--- src/design/brf_pkg.sv ---
// Shared types and constants of the byte ring FIFO.
// Used by the bank RAM, the lane mapper and the top level; no dependencies.
`default_nettype none

package brf_pkg;

  localparam int RING_DEPTH   = 1024;
  localparam int MAX_TRANSFER = 8;
  localparam int NUM_BANKS    = MAX_TRANSFER;
  localparam int ADDR_W       = $clog2(RING_DEPTH);
  localparam int BANK_W       = $clog2(NUM_BANKS);
  localparam int ROW_W        = ADDR_W - BANK_W;
  localparam int BANK_ROWS    = RING_DEPTH / NUM_BANKS;
  localparam int SIZE_W       = 11;
  localparam int LEN_W        = 11;
  localparam int CNT_W        = $clog2(MAX_TRANSFER + 1);
  localparam int DATA_W       = 8 * MAX_TRANSFER;
  localparam int COUNT_W      = 10;

  localparam logic [SIZE_W-1:0] SIZE_MIN = SIZE_W'(2);
  localparam logic [SIZE_W-1:0] SIZE_MAX = SIZE_W'(RING_DEPTH);

  typedef enum logic [1:0] {
    ACT_PUT  = 2'd0,
    ACT_GET  = 2'd1,
    ACT_PEEK = 2'd2,
    ACT_SKIP = 2'd3
  } action_e;

  typedef enum logic [1:0] {
    STAT_DONE     = 2'd0,
    STAT_ZERO_LEN = 2'd1,
    STAT_NO_ROOM  = 2'd2,
    STAT_TOO_LONG = 2'd3
  } status_e;

  typedef enum logic [1:0] {
    S_IDLE,
    S_WRAP,
    S_FIN
  } state_e;

  // One bank's share of a transfer segment
  typedef struct packed {
    logic             en;
    logic [ROW_W-1:0] row;
    logic [BANK_W-1:0] idx;
  } lane_t;

endpackage

`default_nettype wire

--- src/design/brf_lane_map.sv ---
// Maps one contiguous address segment of a transfer onto the byte banks.
// Depends on brf_pkg for lane_t and the bank geometry.
`default_nettype none

module brf_lane_map (
  input  logic [brf_pkg::ADDR_W-1:0]                   start_i,
  input  logic [brf_pkg::BANK_W-1:0]                   off_i,
  input  logic [brf_pkg::CNT_W-1:0]                    cnt_i,
  output brf_pkg::lane_t [brf_pkg::NUM_BANKS-1:0]      lanes_o
);
  import brf_pkg::*;

  logic [BANK_W-1:0] jrel;
  logic [ADDR_W-1:0] addr;

  // Bank b holds segment byte (b - start) mod banks; consecutive addresses
  // never share a bank inside one segment.
  always_comb begin
    jrel = '0;
    addr = '0;
    for (int b = 0; b < NUM_BANKS; b++) begin
      jrel = BANK_W'(b) - start_i[BANK_W-1:0];
      addr = start_i + ADDR_W'(jrel);
      lanes_o[b].en  = CNT_W'(jrel) < cnt_i;
      lanes_o[b].row = addr[ADDR_W-1:BANK_W];
      lanes_o[b].idx = off_i + jrel;
    end
  end

endmodule

`default_nettype wire

--- config.mk ---
export PLATFORM = sky130hd
export DESIGN_NAME = brf_lane_map
export DESIGN_NICKNAME = d
export VERILOG_FILES = /design/src/design/brf_pkg.sv /design/src/design/brf_lane_map.sv
export SDC_FILE = /design/constraint.sdc
export NUM_CORES = 1
export LEC_CHECK = 0
export BUFFER_PORTS_ARGS = -buffer_cell sky130_fd_sc_hd__buf_4
export CORE_ASPECT_RATIO = 0.7
export CORE_MARGIN = 1.5
export CORE_UTILIZATION = 40
export DETAILED_ROUTE_END_ITERATION = 16
export PLACE_DENSITY = 0.84
export SLEW_MARGIN = 25
export SYNTH_ARGS = -nofsm -noshare
export SYNTH_HDL_FRONTEND = slang
export SYNTH_SLANG_ARGS = --single-unit
--- constraint.sdc ---
create_clock -name vclk -period 4.7
set_clock_uncertainty 0.15 [all_clocks]
set_input_delay 1.41 -clock vclk [all_inputs]
set_output_delay 1.41 -clock vclk [all_outputs]
set_load 0.05 [all_outputs]
# After elaboration in Yosys (flattened, before gate mapping)
# Cells that the tools add are included.
# Widths: inputs -> output; s select.
classes:
  magnitude_cmp: 8
  add_sub_neg: 24
op_table:
  columns: ["operator", "n"]
  rows:
  - ["$add 10x3->10", 8]
  - ["$lt 3x4->1", 8]
  - ["$add 3x3->3", 8]
  - ["$sub 3x3->3 const A", 4]
  - ["$sub 1x3->3 const A", 2]
  - ["$sub 2x3->3 const A", 2]
totals:
  reg_bits: 0
  in_bits: 17
  out_inout_bits: 88

# Longest topological paths before layout
# Gate-level depths: netlist of run 1.
logic_depth:
  ltp_word: 2
  depth_mapped: 8
  mapped_depth_nobuf: 8

# Worst setup path before layout of run 1
# Ideal clock, no wire load.
synth_timing:
  kind: "input to output"
  from: "input start_i[0] (netlist name)"
  to: "output lanes_o[35] (netlist name)"
  stages: 7
  arrival_time_ps: 3634
  path_buffers: 0
  path_slack_ps: -494
  cell_sequence: "inv_1 ha_1 inv_1 fa_1 xnor2_1 xnor2_1 inv_1"
synth_rtl:
  columns: ["element", "line", "rtl"]
  rows:
  - ["from (decl)", "brf_lane_map.sv:6", "input logic [brf_pkg::ADDR_W-1:0] start_i,"]
  - ["to (decl)", "brf_lane_map.sv:9", "output brf_pkg::lane_t [brf_pkg::NUM_BANKS-1:0] lanes_o"]

==> impl_metrics.yaml, run 1 <==
final_layout:
  fin_util: 0.6730
  seq_area_sq_um: 0
  clockBufferCount: 0
  layout_common_cells: "117 x buf_4, 27 x xnor2_1, 26 x ha_1"
  drive_above_1_share: 0.5000
  final_common_cell: "buf_4"
  layout.nets: 359
  area_delta_synth_final_pct: 60.95
  nFillCells: 329
  diodes: 0
  design_area_sq_um: 2640
  numSequentialCells: 0
synth:
  synth_fp_nets: 268
  synth.largest_area_cell: "ha_1"
  syn_area_per_cell_sq_um: 7.559
  yosysSeqAreaShare: 0
  synthDistinctLibCells: 30
  synth_area_sq_um: 1640
  yosys_warnings: 0
  syn_inst: 217
  synth_top_area_frac: 0.2288
  yosys-top-cells-area: "ha_1 23%, xnor2_1 22%, xor2_1 9.1%"
worst_setup_path:
  crit_path_end_kind: "output pin"
  start_kind: "input pin"
  path_common_cell: "buf_4"
  cp_slowest_cell: "ha_4"
  critPathArrivalTime_ps: 3080
  critical_path.max_stage_delay_ps: 300
  path_cells: "buf_4, buf_4, ha_2, inv_1, ha_4, inv_1, ha_1, a21oi_1, or2_1, buf_4"
  path_buf_inv: 5
  cp.required_ps: 3140
  critPathKind: "in -> out"
  critPathTopFamily: "adder cells"
  path_max_fanout: 9
  critical_path_depth: 10
sta:
  hold_slack_ps: 3032
  maxSlewViolCount: 0
  setup_viol: 0
  hold_viol_final: 0
  max_clock_freq_mhz: 215.5
  finalCritPeriodShare: 0.9873
  timing_worst_slew_pin_value_ps: 519.7
  final.setup.worst_slack_ps: 59.49
  finalCriticalPeriod_ps: 4641
  slew_headroom: 0.6498
  rsz0062_at_grt: "true"
detailed_routing:
  via_per_inst: 4.874
  routed_wl_um: 4960
  drtPass1Iterations: 4
  vias: 1745
  ant_nets: 0
  drt-initial-drc-count: 45
  drc: 0
  wl_per_cell_um: 13.85
grt:
  grt.met1_usage: 0.2666
  first_global_vias: 1679
  antenna_found_initial: 0
  grt_pass1_wl_um: 7652
  track_usage: 0.2103
  grt_overflow_total: 0
  met2_usage: 0.4031
  grt_max_degree: 17
  use_met3: 0.01138
  top_usage_layer: "met2"
worst_hold_path:
  hold_path_depth: 2
  hold_path.class: "in -> out"
floorplan:
  initial_core_util: 0.4182
  fp-row-count: 19
  fp.coreArea_sq_um: 3923
  pin_count: 105
  die_w_um: 79.54
  die_area_sq_um: 4500
  dieHeight_um: 56.58
place:
  dpl.hpwl_um: 4085
  placed_cell_area_sq_um: 2571
  port_buffers: 105
  gp_congestion: 0.8565
  pre_cts_ws_ps: -47.83
power:
  peakVddDrop_mv: 0.1846
  total_power_uw: 645.7
  pwr_density_cell_nw_per_um2: 244.6
  p_leak_uw: 0.001334
run:
  maxCapViolCount: 0
clock_network:
  cts_setup_buffers: 0
status:
  status: "completed"
==> where the power goes <==
| part | internal, uW | switching (uW) | leakage (uW) | total [uW] |
|---|---|---|---|---|
| Combinational | 204 | 442 | 0.00133 | 646 |
| Sequential | 0 | 0 | 0 | 0 |
| Clock | 0 | 0 | 0 | 0 |
| Total | 204 | 442 | 0.00133 | 646 |
==> kinds of logic (layout without fill, tap and decap cells) <==
| group | after synthesis | in the layout | synth area share |
|---|---|---|---|
| xor gates and xnor gates | 58 | 58 | 0.3097 |
| and+or+nand+nor | 58 | 58 | 0.1678 |
| buffers and inverters | 45 | 134 | 0.1518 |
| adders and majority gates | 34 | 34 | 0.2777 |
| AOI/OAI and AO/OA | 19 | 19 | 0.07399 |
| muxes | 3 | 3 | 0.01907 |
==> what timing repair did <==
action,CTS,global route
resized for setup,3,10
pin swaps,1,1
hold buffers,0,0
hold endpoints to repair,0,0
endpoints found under the setup margin,4,12
==> synth_stat cells <==
master     n
a21o_1     2
a21oi_1    8
a311o_1    1
a31o_2     1
and2_1     2
and3_1     2
and4_1     1
buf_1      1
buf_2      7
buf_4     19
clkbuf_1   1
fa_1       4
ha_1      30
inv_1     17
mux2_2     1
mux2i_1    2
nand2_1   25
nand2b_1   4
nand3_1    6
nand4_1    1
nor2_1     8
nor2b_1    2
o21ai_0    2
o21ai_1    2
o21bai_1   2
o31ai_2    1
or2_1      4
or2_2      3
xnor2_1   41
xor2_1    17
==> cell type report <==
class | count | area (sq um) | share of cell area
multi-input cells | 172 | 1633 | 0.6185
repair buffers | 117 | 878.3 | 0.3327
well taps | 52 | 65.06 | 0.02464
inverters | 17 | 63.81 | 0.02417
==> worst paths after layout <==
| path | startpoint | endpoint | slack (ps) |
|---|---|---|---|
| max | start_i[0] | lanes_o[32] | 60 |
| min | start_i[8] | lanes_o[85] | 3030 |
==> per-stage QoR <==
step                TNS [ps]  std cells
floorplan             -447.0        217
global route          -6.624        358
detailed placement    -90.16        358
CTS                        0        358
global placement           0        358
finish                     0        358
==> routing by layer <==
| layer | part of all wire | routed length, um |
|---|---|---|
| met5 | 0 | 0 |
| met4 | 0.0044 | 22 |
| met3 | 0.070 | 345 |
| met2 | 0.49 | 2448 |
| met1 | 0.43 | 2144 |
Note: power is estimated with default switching activity, not from simulation.
==> inputs of run 2 (changes only) <==
--- a/config.mk
+++ b/config.mk
@@ -6,11 +6,13 @@
 export NUM_CORES = 1
 export LEC_CHECK = 0
 export BUFFER_PORTS_ARGS = -buffer_cell sky130_fd_sc_hd__buf_4
+export CELL_PAD_IN_SITES_DETAIL_PLACEMENT = 1
+export CELL_PAD_IN_SITES_GLOBAL_PLACEMENT = 1
 export CORE_ASPECT_RATIO = 0.7
 export CORE_MARGIN = 1.5
-export CORE_UTILIZATION = 40
+export CORE_UTILIZATION = 30
 export DETAILED_ROUTE_END_ITERATION = 16
-export PLACE_DENSITY = 0.84
+export PLACE_DENSITY = 0.92
 export SLEW_MARGIN = 25
 export SYNTH_ARGS = -nofsm -noshare
 export SYNTH_HDL_FRONTEND = slang
==> constraint.sdc (replaced) <==
create_clock -name vclk -period 4.7
set_clock_uncertainty 0.15 [all_clocks]
set_input_delay 1.41 -clock vclk [all_inputs]
set_output_delay 1.41 -clock vclk [all_outputs]
set_load 0.01 [all_outputs]
==> run 2 against run 1 <==
Critical path depth is 2 lower; highest routed layer unchanged; cell area is 7.6% lower; flip-flop and latch count stayed put; largest cell class unchanged.
==> impl_metrics.yaml, run 2 (same netlist as run 1, synthesis figures left out) <==
sta:
  slew_headroom: 0.7045
  finalCritPeriodShare: 0.9771
  rsz0062_at_grt: "false"
  max_clock_freq_mhz: 217.8
  timing_worst_slew_pin_value_ps: 440.5
  finalSetupTns_ps: 0
  finalCriticalPeriod_ps: 4592
  maxSlewViolCount: 0
  setup_viol: 0
  hold_viol_final: 0
grt:
  antenna_found_initial: 0
  use_met3: 0.01995
  track_usage: 0.1790
  grt_pass1_wl_um: 8707
  top_usage_layer: "met2"
  grt.met1_usage: 0.2317
  grt_max_degree: 17
  first_global_vias: 1795
  grt_overflow_total: 0
  met2_usage: 0.3312
final_layout:
  seq_area_sq_um: 0
  fin_util: 0.4638
  area_delta_synth_final_pct: 48.67
  numSequentialCells: 0
  diodes: 0
  layout_common_cells: "115 x buf_4, 40 x xnor2_1, 28 x ha_1"
  layout.nets: 357
  drive_above_1_share: 0.4112
  clockBufferCount: 0
  final_common_cell: "buf_4"
worst_setup_path:
  critPathTopFamily: "adder cells"
  path_max_fanout: 4
  critical_path_depth: 8
  path_cells: "buf_4, inv_1, ha_2, inv_1, fa_1, xor2_2, xnor2_1, buf_4"
  critPathArrivalTime_ps: 3030
  path_buf_inv: 4
  crit_path_end_kind: "output pin"
  cp.required_ps: 3140
  critPathKind: "in -> out"
  critical_path.max_stage_delay_ps: 430
  cp_slowest_cell: "fa_1"
  start_kind: "input pin"
detailed_routing:
  wl_per_cell_um: 14.45
  drt-initial-drc-count: 23
  ant_nets: 0
  drtPass1Iterations: 4
  drc: 0
  routed_wl_um: 5432
  via_per_inst: 4.543
  vias: 1708
floorplan:
  die_w_um: 91.38
  fp.coreArea_sq_um: 5258
  die_area_sq_um: 5927
  pin_count: 105
  dieHeight_um: 64.87
  fp-row-count: 22
  initial_core_util: 0.3120
place:
  gp_congestion: 0.7953
  dpl.hpwl_um: 4629
  port_buffers: 105
worst_hold_path:
  hold_path_depth: 2
  holdPathEnd: "lanes_o[86]"
  hold_path.class: "in -> out"
  hold_start: "start_i[9]"
run:
  maxCapViolCount: 0
clock_network:
  cts_setup_buffers: 0
status:
  status: "completed"
power:
  pwr_density_cell_nw_per_um2: 145.1
  p_leak_uw: 0.001223
  peakVddDrop_mv: 0.08948
[run 2: cell types whose count changed in the layout (fill, tap and decap cells not counted), sizes merged]
cell and change:
buf -2
[run 2: how the worst max path moves through the flow]
stage,endpoint,from
after floorplan,lanes_o[68],start_i[1]
after global placement,lanes_o[68],start_i[0]
after detailed placement,lanes_o[24],start_i[0]
after CTS,lanes_o[24],start_i[0]
after global routing,lanes_o[5],start_i[0]
final,lanes_o[24],start_i[0]
[run 2: area by class of cell]
| class | instances | area (sq um) |
|---|---|---|
| well taps | 72 | 90.09 |
| multi-input cells | 172 | 1421 |
| fillers | 665 | 2819 |
| repair buffers | 115 | 863.3 |
| inverters | 17 | 63.81 |
[run 2: stage by stage]
stage / area [sq um] / total power, uW / worst slack, ps / hold WS [ps] / instances
3_3_place_gp: 2409 / 342.3 / 94.00 / 2971 / 376
2_1_floorplan: 1640 / 195.6 / 297.5 / 2761 / 217
3_5_place_dp: 2409 / 353.7 / 1.019 / 2974 / 376
5_1_grt: 2439 / 384.8 / 0.07749 / 2992 / 376
4_1_cts: 2409 / 355.3 / 1.252 / 2974 / 376
6_report: 2439 / 353.8 / 107.6 / 2977 / 376
[run 2: power by group]
group	switching, uW	internal (uW)	total, uW	leakage, uW
sequential	0	0	0	0
clock	0	0	0	0
combinational	176	177	354	0.00122
total	176	177	354	0.00122
[run 2: timing repair]
item                       CTS  global route
hold endpoints to repair     0             0
hold buffers                 0             0
resized for setup            0             5
setup endpoints to repair    0            11
[run 2: layer usage]
metal | vias up | wire length (um)
met5 | - | 0
met4 | 0 | 29
met3 | 4 | 338
met2 | 75 | 2552
met1 | 791 | 2512
li1 | 838 | -
==> inputs of run 3 (changes only) <==
--- a/config.mk
+++ b/config.mk
@@ -13,6 +13,7 @@
 export CORE_UTILIZATION = 30
 export DETAILED_ROUTE_END_ITERATION = 16
 export PLACE_DENSITY = 0.92
+export REMOVE_ABC_BUFFERS = 1
 export SLEW_MARGIN = 25
 export SYNTH_ARGS = -nofsm -noshare
 export SYNTH_HDL_FRONTEND = slang
==> run 3 against run 2 <==
First-iteration DRC count increased by 35%; cell area up 0.21%; via count down 0.35%; hold slack got worse by 2.7 ps; sequential share of layout area is the same; total power up 0.53%; largest cell class unchanged.
==> impl_metrics.yaml, run 3 (same netlist as run 1, synthesis figures left out) <==
final_layout:
  layout_common_cells: "114 x buf_4, 40 x xnor2_1, 27 x ha_1"
  area_delta_synth_final_pct: 48.97
  finalNonFillerCells: 375
  numSequentialCells: 0
  drive_above_1_share: 0.4125
  fin_util: 0.4648
  final_common_cell: "buf_4"
  diodes: 0
  layout.nets: 356
  clockBufferCount: 0
  seq_area_sq_um: 0
  nFillCells: 676
detailed_routing:
  drc: 0
  routed_wl_um: 5466
  ant_nets: 0
  vias: 1702
  via_per_inst: 4.539
  drt-initial-drc-count: 31
  drtPass1Iterations: 4
  wl_per_cell_um: 14.58
worst_setup_path:
  crit_path_end_kind: "output pin"
  cp.required_ps: 3140
  start_kind: "input pin"
  critPathArrivalTime_ps: 3080
  path_max_fanout: 4
  critPathKind: "in -> out"
floorplan:
  initial_core_util: 0.3120
  die_area_sq_um: 5927
  pin_count: 105
  die_w_um: 91.38
  fp-row-count: 22
  dieHeight_um: 64.87
  fp.coreArea_sq_um: 5258
run:
  maxCapViolCount: 0
place:
  dp.cells: 375
  port_buffers: 105
  pre_cts_ws_ps: 28.49
  dpl.hpwl_um: 4576
  gp_congestion: 0.7594
sta:
  max_clock_freq_mhz: 215.5
  rsz0062_at_grt: "true"
  hold_viol_final: 0
  final.setup.worst_slack_ps: 59.33
  slew_headroom: 0.7152
  finalSetupTns_ps: 0
  finalCriticalPeriod_ps: 4641
  hold_slack_ps: 2974
  maxSlewViolCount: 0
  finalCritPeriodShare: 0.9874
  setup_viol: 0
  timing_worst_slew_pin_value_ps: 424.4
grt:
  track_usage: 0.1792
  first_global_vias: 1768
  grt_pass1_wl_um: 8763
  grt_max_degree: 17
  grt_overflow_total: 0
  antenna_found_initial: 0
clock_network:
  cts_setup_buffers: 0
  hold_buffers: 0
  ctsResizeCount: 0
power:
  pwr-share-clk: 0
  p_comb_frac: 1.000
  sw_frac_of_total: 0.4984
  p_leak_uw: 0.001219
  p_int_uw: 178.4
  pwr_density_cell_nw_per_um2: 145.6
  peakVddDrop_mv: 0.06383
  p_switching_uw: 177.3
  power_frac_seq: 0
status:
  status: "completed"
worst_hold_path:
  hold_path.class: "in -> out"
## run 3: cell count changes in the layout (fill, tap and decap cells not counted)
| cell | delta |
|---|---|
| buf_4 | -1 |
| ha_1 | -1 |
| ha_4 | +1 |
## run 3: critical path: stages
cell and delay, ps:
buf_4 80, inv_1 60, ha_2 390, inv_1 90
fa_1 440, xor2_2 220, xor2_1 230, buf_4 160
## run 3: path summary, 6_finish.rpt
check                  start          end  slack [ps]  depth (start not counted)
hold / removal    start_i[8]  lanes_o[85]        2970                          2
setup / recovery  start_i[1]  lanes_o[68]          60                          8
## run 3: routing by layer
metal | routed length [um] | global-route usage | share of wire | vias to the layer above
met2 | 2737 | 0.3433 | 0.50 | 52
met1 | 2491 | 0.2336 | 0.46 | 815
met4 | 0 | 0 | 0 | 0
li1 | - | - | - | 835
met5 | 0 | 0 | 0 | -
met3 | 237 | 0.01174 | 0.043 | 0
## run 3: stage by stage
| step | cell area [sq um] | power [uW] |
|---|---|---|
| 2_1_floorplan | 1455 | 162.7 |
| 3_3_place_gp | 2401 | 341.2 |
| 3_5_place_dp | 2401 | 352.6 |
| 4_1_cts | 2401 | 354.6 |
| 5_1_grt | 2444 | 386.1 |
| 6_report | 2444 | 355.7 |
## run 3: final cells by class
cell class / instances / area (sq um) / area share
Multi-Input combinational cell: 172 / 1434 / 0.5868
Inverter: 17 / 63.81 / 0.02611
Tap cell: 72 / 90.09 / 0.03687
Timing Repair Buffer: 114 / 855.8 / 0.3502
## run 3: power groups by stage
stage	logic [uW]	registers [uW]	clock network, uW
final	356	0	0
after global routing	386	0	0
after CTS	355	0	0
after detailed placement	353	0	0
after global placement	341	0	0
after floorplan	163	0	0
